**config.mk**
```make
export PLATFORM = sky130hd
export DESIGN_NAME = ssph_home
export DESIGN_NICKNAME = d
export VERILOG_FILES = /design/src/design/ssph_pkg.sv /design/src/design/ssph_home.sv
export SDC_FILE = /design/constraint.sdc
export NUM_CORES = 1
export LEC_CHECK = 0
export ABC_AREA = 1
export BUFFER_PORTS_ARGS = -buffer_cell sky130_fd_sc_hd__buf_2
export CAP_MARGIN = 20
export CORE_UTILIZATION = 31
export CTS_BUF_LIST = sky130_fd_sc_hd__clkbuf_8
export DETAILED_ROUTE_END_ITERATION = 12
export GPL_TIMING_DRIVEN = 0
export PLACE_DENSITY = 0.66
export SKIP_CTS_REPAIR_TIMING = 1
export SYNTH_ARGS = -nofsm -noshare
export SYNTH_HDL_FRONTEND = slang
export SYNTH_SLANG_ARGS = --single-unit
```
**constraint.sdc**
```tcl
create_clock -name clk -period 0.8 [get_ports clk]
set_clock_uncertainty 0.2 [all_clocks]
set_input_delay 0.08 -clock clk [delete_from_list [all_inputs] [get_ports clk]]
set_output_delay 0.08 -clock clk [all_outputs]
set_load 0.01 [all_outputs]
```
**src/design/ssph_pkg.sv**
```systemverilog
package ssph_pkg;

	typedef struct packed {
		logic signed [15:0] sample;
		logic               first;
		logic               last;
	} in_req_t;

	typedef struct packed {
		logic [31:0] total_matches;
		logic [31:0] new_matches;
		logic        table_full;
		logic        done_res;
	} out_req_t;

	// one table slot: used flag, key, occurrence count
	typedef struct packed {
		logic        used;
		logic [31:0] key;
		logic [31:0] count;
	} slot_t;

	typedef enum logic [7:0] {
		S_CLR    = 8'b0000_0001,
		S_IDLE   = 8'b0000_0010,
		S_SEED   = 8'b0000_0100,
		S_HOME_L = 8'b0000_1000,
		S_CHK_L  = 8'b0001_0000,
		S_HOME_B = 8'b0010_0000,
		S_CHK_B  = 8'b0100_0000,
		S_PUSH   = 8'b1000_0000
	} state_t;

	function automatic logic [31:0] sat_add(input logic [31:0] a, input logic [31:0] b);
		logic [32:0] s;
		s = {1'b0, a} + {1'b0, b};
		return s[32] ? 32'hFFFF_FFFF : s[31:0];
	endfunction

endpackage

```
**src/design/ssph_home.sv**
```systemverilog
// home slot = |key| mod TABLE_SIZE; mask for powers of two, else restoring
// remainder four bits per cycle
module ssph_home import ssph_pkg::*; #(
	parameter int TABLE_SIZE = 1024
) (
	input  logic                          clk,
	input  logic                          arst_n,
	input  logic                          start,
	input  logic [31:0]                   key,
	output logic                          done,
	output logic [$clog2(TABLE_SIZE)-1:0] home
);
	localparam int AW = $clog2(TABLE_SIZE);
	localparam bit POW2 = ((TABLE_SIZE & (TABLE_SIZE - 1)) == 0);

	logic [31:0] mag;
	assign mag = key[31] ? (32'd0 - key) : key;

	generate
		if (POW2) begin : g_mask
			logic          done_q;
			logic [AW-1:0] home_q;
			always_ff @(posedge clk or negedge arst_n) begin
				if (!arst_n) begin
					done_q <= 1'b0;
				end else begin
					done_q <= start;
				end
			end
			always_ff @(posedge clk) begin
				if (start) begin
					home_q <= mag[AW-1:0];
				end
			end
			assign done = done_q;
			assign home = home_q;
		end else begin : g_div
			localparam int RW = AW + 1;
			logic          busy_q;
			logic          done_q;
			logic [2:0]    cnt_q;
			logic [31:0]   sh_q;
			logic [RW-1:0] rem_q;
			logic [RW-1:0] rem_d;

			// four compare-and-subtract steps per cycle, MSB first
			always_comb begin
				rem_d = rem_q;
				for (int b = 0; b < 4; b++) begin
					rem_d = {rem_d[RW-2:0], sh_q[31 - b]};
					if (rem_d >= RW'(TABLE_SIZE)) begin
						rem_d = rem_d - RW'(TABLE_SIZE);
					end
				end
			end

			always_ff @(posedge clk or negedge arst_n) begin
				if (!arst_n) begin
					busy_q <= 1'b0;
					done_q <= 1'b0;
					cnt_q  <= '0;
				end else begin
					done_q <= 1'b0;
					if (start) begin
						busy_q <= 1'b1;
						cnt_q  <= '0;
					end else if (busy_q) begin
						cnt_q <= cnt_q + 3'd1;
						if (cnt_q == 3'd7) begin
							busy_q <= 1'b0;
							done_q <= 1'b1;
						end
					end
				end
			end
			always_ff @(posedge clk) begin
				if (start) begin
					sh_q  <= mag;
					rem_q <= '0;
				end else if (busy_q) begin
					sh_q  <= {sh_q[27:0], 4'd0};
					rem_q <= rem_d;
				end
			end
			assign done = done_q;
			assign home = rem_q[AW-1:0];
		end
	endgenerate
endmodule

```
---- Yosys cells after proc, flatten, opt, wreduce, memory -nomap -nowiden ----
Cells that the tools add are included.
storage, ports and cells
  register bits after elaboration ......... 11
  bits in read-only memories .............. 0
  output and inout bits ................... 11
  logic and storage cells ................. 4
  RAM bits ................................ 0
  bits of input ports ..................... 35
  bits in latches ......................... 0
  memories kept ........................... 0
cells by class
  div/mod/pow operators ................... 0
  bitwise operators ....................... 0
  muxes and demuxes ....................... 1
  multipliers ............................. 0
  reduce and logical (&&, ||, !) cells .... 0
  eq/ne operators ......................... 0
  magnitude comparators ................... 0
  $add $sub $neg .......................... 1
  shift-type cells ........................ 0
operator list
  cell                                                                  count
  10-bit 2-to-1 mux                                                     1
  1-bit by 10-bit subtractor with 10-bit output (first input constant)  1

---- Logic depth before layout (Yosys ltp) ----
Gate-level depths: netlist of the first run.
  depth in word-level cells ............... 2
  depth in mapped cells ................... 7
  gate-level depth less buffers ........... 7

---- Least setup slack after synthesis of the first run ----
No wires, ideal clock.
  path type ............................... input -> register
  from .................................... in key[0]
  to ...................................... reg g_mask.home_q[8] (netlist: home[8]) (data pin)
  buffers on the path ..................... 0
  stages on the path ...................... 7
  path slack .............................. -0.243 ns
  arrival time ............................ 0.590 ns
  cells stage by stage .................... inv_2 > ha_1 > nand2_1 > nand2_2 > nand3_1 > nand2_1 > nand2_1
on the way
  longest elaborated chain between the ends .. 2
RTL lines
  item                                           RTL line         RTL
  start, declared                                ssph_home.sv:9   input logic [31:0] key,
  1-bit by 10-bit subtractor with 10-bit output  ssph_home.sv:17  assign mag = key[31] ? (32'd0 - key) : key;
  10-bit 2-to-1 mux                              ssph_home.sv:17
  via mag[8]                                     ssph_home.sv:16  logic [31:0] mag;
  end signal, assigned                           ssph_home.sv:32  home_q <= mag[AW-1:0];
  end, declared                                  ssph_home.sv:22  logic [AW-1:0] home_q;
The timed path passes the listed nets, and every way through them passes these cells.
A chain may end at the register's enable or synchronous reset.

---- Worst setup path after layout of the first run ----
  from .................................... reg g_mask.home_q[2] (netlist: home[2])
  to ...................................... out home[2]
RTL lines
  item           RTL line         RTL
  end, declared  ssph_home.sv:11  output logic [$clog2(TABLE_SIZE)-1:0] home
No word-level cell between the ends.

==> run metrics, run 1 <==
status=finished, violations left; failing checks=hold timing, setup timing; Syn Inst Count=59; worst vdd ir=0.5492 mV; Max Cap Viol=0; worst path cell trace=buf_2; DIE AREA=2007 um^2; row count=15; syn_nets=between 90 and 100; combinational share of power=21.5%; crit path from=home[2]; CP Buf/Inv Count=1; DR WL/cell=9.035 um; Total Wirelength=1021 um; Mapped Area=568.0 um^2; initial core utilization=32.90%; post-synth top area share=between 50% and 60%; core box area=1727 um^2; initial antenna violation count=0; critical-path maximum fanout=1; Die X=44.81 um; Top delay family on crit path=flip-flops; pin count of the biggest net entering global routing=12; Setup CP Type=register to output pin; crit-path max cell delay=0.35 ns; post-layout net count=125; final worst setup slack=-0.2058 ns; Tightest Pin Transition=0.2192 ns; f_max=0.9943 GHz; GRT Total Usage=9.367%; vias per cell=4.204; first-pass GRT wire length=1262 um; most frequent cell after synthesis=nand2_1; final count of negative-setup-slack endpoints=17; Hold Crit Class=input pin to register; Fin. Hold Viols=6; vias in the first global route=313; Yosys top cell by area=edfxtp_1; FF+latch count, synth=11; IO Count=46; drt first-iter violations=7; max-slew violations=0; Clock Root Buffer=clkbuf_8; register area share after synthesis=57.27%; Max-slew headroom=85.23%; Synth cell types=19; P per Cell Area=1685 nW/um^2; Util after Layout=53.04%; H-tree depth=1; final cycle utilization of the critical path=125.7%; Int Pwr=1.182 mW; pre-CTS WS=-0.4298 ns; end of the critical path=home[2]; hold_ws=-0.1476 ns; Ant. Diodes=0; Layout area overhead=61.23%; Clock Pin Slew Worst Setup and Hold Paths=0.05 ns; TNS Setup=-2.558 ns; via count=about 480; Worst Path Required=0.52 ns; GRT Residual Overflow=0; Final min period=1.006 ns; port bufs=24; Mapped Avg Cell Area=9.628 um^2; Sw Share=around a quarter; stages on the worst setup path=1; share of layout cells above drive strength 1=about half; Net Sw Power=0.3618 mW; ranking of synthesized cells by area=edfxtp_1, nand2_1, dfrtp_1; power share of the clock group=~33%; async set-reset flop share out of synthesis=9.091%; Synth top cells by count=nand2_1, edfxtp_1, inv_1; Die H=about 45 um; number of flops mapped to enable cells by yosys=10; part of the power in registers=45.7%; Synth Flop Type=edfxtp_1; gpl congestion=0.7621; drt first pass iters=2; CTS Sinks=11; number of CTS-inserted buffers=3; DRC Markers=0; clk buf depth=2; CTS tree=done; Arr. time, crit path=0.73 ns; Post-DRT Antenna Nets=0; crit end category=output pin; Slowest cell on crit path=edfxtp_1; yosys synthesis warning count=0; Lkg Pwr=0.4153 nW; RSZ-0062 raised after global routing=true; crit path launch type=register; Post-DP HPWL=a little under 800 um
-- cells in the final DEF (no fill, tap or decap), drive strengths merged --
cell type / n
inv: 8
xor2: 1
nand3b: 1
ha: 1
o21ai: 4
nand4: 1
nor2: 4
dlygate4sd3: 1
dfrtp: 1
a21o: 1
edfxtp: 10
nand3: 6
clkbuf: 3
nand2: 19
xnor2: 2
buf: 25
-- metal layers --
metal / global-route usage, % / wire length [um]
met3: 1.200 / 48
met1: 10.38 / 425
met4: 10.91 / 17
met2: 14.41 / 529
met5: 0 / 0
-- flip-flops by register name, summed over array words and instances (netlist names) --
name	cells
done	1
home	10
-- cell type report --
| type | count | area [um^2] |
|---|---|---|
| Buffer | 1 | 11.26 |
| Clock buffer | 3 | 41.29 |
| Clock inverter | 1 | 3.754 |
| Fill cell | 167 | 810.8 |
| Inverter | 7 | 51.30 |
| Multi-Input combinational cell | 40 | 282.8 |
| Sequential cell | 11 | 325.3 |
| Tap cell | 25 | 31.28 |
| Timing Repair Buffer | 25 | 168.9 |
-- worst min-delay path by stage --
stage               depth (start not counted)       to  slack [ns]  startpoint
detailed placement                          1     done       -0.34      arst_n
floorplan                                   0     done       -0.42      arst_n
finish                                      1  home[0]       -0.15      key[0]
global placement                            1     done       -0.35      arst_n
CTS                                         1     done       -0.59      arst_n
global route                                1  home[0]       -0.16      key[0]
-- through the flow --
| stage | hold slack (ns) | total power, mW | instances | area, um^2 |
|---|---|---|---|---|
| 3_5_place_dp | -0.3442 | 0.9956 | 108 | 778.2 |
| 6_report | -0.1476 | 1.544 | 113 | 915.9 |
| 2_1_floorplan | -0.4156 | 0.8670 | 59 | 626.9 |
| 4_1_cts | -0.5903 | 1.509 | 112 | 823.3 |
| 5_1_grt | -0.1550 | 1.620 | 113 | 915.9 |
| 3_3_place_gp | -0.3458 | 0.9883 | 108 | 778.2 |
-- power by group through the flow --
stage	Clock [mW]	Sequential (mW)	Combinational [mW]
global placement	0	0.714	0.274
global route	0.553	0.709	0.359
floorplan	0	0.751	0.116
detailed placement	0	0.715	0.280
finish	0.506	0.705	0.332
CTS	0.523	0.706	0.281
-- logic make-up after synthesis --
kind of cell	after synthesis	share of synthesized area, %
and+or+nand+nor	31	25.11
xor gates and xnor gates	3	4.626
buffers and inverters	8	5.947
AOI/OAI and AO/OA	5	4.846
adders and majority gates	1	2.202
DFF	11	57.27
(Power assumes the default switching activity.)
==> inputs of run 2 (changes only) <==
--- a/config.mk
+++ b/config.mk
@@ -9,7 +9,7 @@
 export BUFFER_PORTS_ARGS = -buffer_cell sky130_fd_sc_hd__buf_2
 export CAP_MARGIN = 20
 export CORE_UTILIZATION = 31
-export CTS_BUF_LIST = sky130_fd_sc_hd__clkbuf_8
+export CTS_CLUSTER_SIZE = 24
 export DETAILED_ROUTE_END_ITERATION = 12
 export GPL_TIMING_DRIVEN = 0
 export PLACE_DENSITY = 0.66
==> run metrics, run 2 (synthesized netlist as in run 1, its figures left out) <==
status=finished, violations left; failing checks=hold timing, setup timing; hold_sp=key[0]; drt first-iter violations=7 (unchanged); DRC Markers=0 (unchanged); Fin. Hold Viols=18 (+12); number of CTS-inserted buffers=3 (unchanged); max FFs per register=10 (unchanged); clk buf depth=2 (unchanged); Overall Power=1.381 mW (-11%); Total Wirelength=1013 um (-0.78%); vias per cell=4.310 (+2.5%); Layout area overhead=57.93%; Lkg Pwr=0.4033 nW (-2.9%); crit end category=output pin; first-pass GRT wire length=1283 um (+1.7%); row count=15 (unchanged); worst vdd ir=0.4795 mV (-13%); Post-DRT Antenna Nets=0 (unchanged); Die X=44.81 um (unchanged); CTS tree=done; Tightest Pin Transition=0.2135 ns (-0.005690 ns); DIE AREA=2007 um^2 (unchanged); Final min period=1.038 ns (+0.03210 ns); share of layout cells above drive strength 1=50.00% (unchanged); final count of negative-setup-slack endpoints=16 (-1); crit path from=home[2]; drt first pass iters=4 (+2); DR WL/cell=8.965 um (-0.78%); Clock Root Buffer=clkbuf_4; global-route met1 utilization=10.38% (unchanged); initial core utilization=32.90% (unchanged); most used routing layer=met2; Setup CP Type=register to output pin; Top delay family on crit path=flip-flops; Arr. time, crit path=0.76 ns (+0.03 ns); critical-path maximum fanout=1 (unchanged); Slowest cell on crit path=edfxtp_1; most frequent cells in the layout=buf_2, nand2_1, edfxtp_1, inv_1, nand3_1; hold_ws=-0.1757 ns (-0.02804 ns); GR Util met2=14.71% (+0.29 points); final cycle utilization of the critical path=129.7% (+4.0 points); stages on the worst setup path=1 (unchanged); vias in the first global route=317 (+1.3%); Clock Pin Slew Worst Setup and Hold Paths=0.06 ns (about the same); Hold Crit Class=input pin to register; max-slew violations=0 (unchanged); Ant. Diodes=0 (unchanged); commonest non-fill, non-tap cell in the layout=buf_2; pin count of the biggest net entering global routing=12 (unchanged); f_max=0.9635 GHz (-3.1%); RSZ-0062 raised after global routing=true; crit-path max cell delay=0.36 ns (about the same); port bufs=24 (unchanged); CTS Sinks=11 (unchanged); CP Buf/Inv Count=1 (unchanged); TNS Setup=-2.731 ns (-0.1731 ns); P per Cell Area=1539 nW/um^2 (-8.7%); GRT Total Usage=9.705% (+0.34 points); post-layout net count=125 (unchanged); Die H=44.81 um (unchanged); GRT Residual Overflow=0 (unchanged); Max-slew headroom=85.62% (+0.38 points); gpl congestion=0.7621 (unchanged); worst path cell trace=buf_2; end of the critical path=home[2]; core box area=1727 um^2 (unchanged); initial antenna violation count=0 (unchanged); Util after Layout=51.96% (-1.1 points); Post-DP HPWL=791.6 um (unchanged); met3 GRT Util=2.400% (+1.2 points); Worst Path Required=0.52 ns (about the same); Max Cap Viol=0 (unchanged); crit path launch type=register; H-tree depth=1 (unchanged); IO Count=46 (unchanged); final worst setup slack=-0.2379 ns (-0.03210 ns); via count=487 (+2.5%)
run 2: cell count changes in the layout (fill, tap and decap cells not counted), sizes merged:
cell	before	now
clkbuf	3	4
inv	8	7
run 2: routing by layer:
metal,up-vias,wire length (um)
met5,-,0
li1,257,-
met4,0,17
met3,2,50
met2,14,523
met1,214,422
run 2: how the worst min path moves through the flow:
stage	to	slack, ns	depth (start not counted)
after floorplan	done	-0.42	0
after global placement	done	-0.35	1
after detailed placement	done	-0.34	1
after CTS	done	-0.63	1
after global routing	home[0]	-0.19	1
final	home[0]	-0.18	1
run 2: area by class of cell:
type | instances | area [um^2]
Fill cell | 165 | 829.5
Clock buffer | 4 | 26.28
Sequential cell | 11 | 325.3
Tap cell | 25 | 31.28
Inverter | 7 | 51.30
Buffer | 1 | 11.26
Multi-Input combinational cell | 40 | 282.8
Timing Repair Buffer | 25 | 168.9
run 2: stage by stage:
step | area [um^2] | hold slack, ns | std cells | setup WS (ns)
after floorplan | 626.9 | -0.4156 | 59 | -0.1857
after global placement | 778.2 | -0.3458 | 108 | -0.4308
after detailed placement | 778.2 | -0.3442 | 108 | -0.4298
after CTS | 804.5 | -0.6257 | 112 | -0.2561
after global routing | 897.1 | -0.1938 | 113 | -0.2987
final | 897.1 | -0.1757 | 113 | -0.2379
run 2: report_power, final:
group	leakage [nW]	internal, mW	switching [mW]
Sequential	0.109	0.693	0.00939
Combinational	0.279	0.152	0.179
Clock	0.0150	0.192	0.155
==> inputs of run 3 (changes only) <==
==> config.mk (replaced) <==
export PLATFORM = sky130hd
export DESIGN_NAME = ssph_home
export DESIGN_NICKNAME = d
export VERILOG_FILES = /design/src/design/ssph_pkg.sv /design/src/design/ssph_home.sv
export SDC_FILE = /design/constraint.sdc
export NUM_CORES = 1
export LEC_CHECK = 0
export ABC_AREA = 1
export CAP_MARGIN = 20
export CORE_UTILIZATION = 31
export CTS_CLUSTER_SIZE = 25
export DETAILED_ROUTE_END_ITERATION = 12
export DONT_BUFFER_PORTS = 1
export GPL_TIMING_DRIVEN = 0
export SYNTH_ARGS = -nofsm -noshare
export SYNTH_HDL_FRONTEND = slang
export SYNTH_SLANG_ARGS = --single-unit
==> run metrics, run 3 (synthesized netlist as in run 1, its figures left out) <==
status=finished, violations left; failing checks=hold timing, setup timing; Clock Pin Slew Worst Setup and Hold Paths=0.06 ns (about the same); H-tree depth=1 (unchanged); Ant. Diodes=0 (unchanged); hold_ws=-0.3575 ns (-0.1818 ns); vias in the first global route=321 (+1.3%); crit path launch type=register; initial core utilization=32.90% (unchanged); port bufs=0 (-100%); initial antenna violation count=0 (unchanged); Hold Crit Class=input pin to register; Post-DRT Antenna Nets=0 (unchanged); pin count of the biggest net entering global routing=12 (unchanged); most used routing layer=met2; GRT Residual Overflow=0 (unchanged); Max Cap Viol=0 (unchanged); Util after Layout=40.87% (-11 points); final worst setup slack=-0.1789 ns (+0.05895 ns); Post-DP HPWL=738 um (-6.8%); postcts setup bufs=0; Fin. Hold Viols=22 (+4); drt first pass iters=4 (unchanged); P per Cell Area=1758 nW/um^2 (+14%); TNS Setup=-1.764 ns (+0.9672 ns); clk buf depth=2 (unchanged); Die X=44.81 um (unchanged); Arr. time, crit path=0.70 ns (-0.06 ns); met3 GRT Util=4.000% (+1.6 points); f_max=1.022 GHz (+6.0%); post-layout net count=101 (-19%); drt first-iter violations=7 (unchanged); Total Wirelength=938 um (-7.4%); stages on the worst setup path=0 (-1); final count of negative-setup-slack endpoints=11 (-5); GR Util met2=14.71% (unchanged); design area=705.7 um^2 (-21%); final cycle utilization of the critical path=122.4% (-7.4 points); Clock Root Buffer=clkbuf_4; gpl congestion=0.6181 (-19%); row count=15 (unchanged); Tightest Pin Transition=0.2221 ns (+0.008597 ns); CTS tree=done; core box area=1727 um^2 (unchanged); most frequent cells in the layout=nand2_1, edfxtp_1, inv_1, nand3_1; Worst Path Required=0.52 ns (about the same); Placement Cell Area=658.1 um^2 (-15%); Lkg Pwr=0.2831 nW (-30%); Layout area overhead=24.23%; Overall Power=1.241 mW (-10%); vias per cell=4.303 (-0.15%); max FFs per register=10 (unchanged); first-pass GRT wire length=1414 um (+10%); Die H=44.81 um (unchanged); critical-path maximum fanout=1 (unchanged); IO Count=46 (unchanged); DIE AREA=2007 um^2 (unchanged); CTS Sinks=11 (unchanged); via count=383 (-21%); global-route met1 utilization=11.81% (+1.4 points); hold_buf cts=1; worst vdd ir=0.4880 mV (+1.8%); Setup CP Type=register to output pin; max-slew violations=0 (unchanged); GRT Total Usage=10.52% (+0.82 points); crit end category=output pin; commonest non-fill, non-tap cell in the layout=nand2_1; RSZ-0062 raised after global routing=true; DRC Markers=0 (unchanged); Final min period=0.9789 ns (-0.05895 ns); DR WL/cell=10.54 um (+18%); number of CTS-inserted buffers=3 (unchanged); share of layout cells above drive strength 1=26.56% (-23 points); Max-slew headroom=85.04% (-0.58 points); hold path depth=0 (-1)
==> run 3: routing by layer <==
layer / wire [um] / vias up
li1: - / 206
met1: 392 / 161
met2: 475 / 14
met3: 50 / 2
met4: 19 / 0
met5: 0 / -
==> run 3: stage by stage <==
stage | std cells | setup slack (ns)
floorplan | 59 | -0.1857
global placement | 84 | -0.2255
detailed placement | 84 | -0.2302
CTS | 89 | -0.1989
global route | 89 | -0.2139
finish | 89 | -0.1789
==> run 3: where the power goes <==
part           internal, mW  switching, mW  total (mW)
sequential            0.698         0.0448       0.743
combinational        0.0683         0.0722       0.140
clock                 0.193          0.165       0.357
total                 0.959          0.282        1.24
==> run 3: final cells by class <==
class                           count  area [um^2]
Clock buffer                        4        26.28
Buffer                              1        11.26
Inverter                            7        51.30
Multi-Input combinational cell     40        250.2
Timing Repair Buffer                1        10.01
Tap cell                           25        31.28
Fill cell                         187         1021
Sequential cell                    11        325.3
==> run 3: path summary, 6_finish.rpt <==
kind | endpoint | slack [ns] | startpoint
max | home[9] | -0.18 | home[9]
max in group asynchronous | done | 0.48 | arst_n
min | done | -0.36 | start
min in group asynchronous | done | -0.18 | arst_n
==> run 3: repair_timing <==
item | in CTS | in global routing
hold endpoints to repair | 22 | 22
gates cloned | 0 | 0
resized for setup | 0 | 3
setup endpoints to repair | 11 | 12
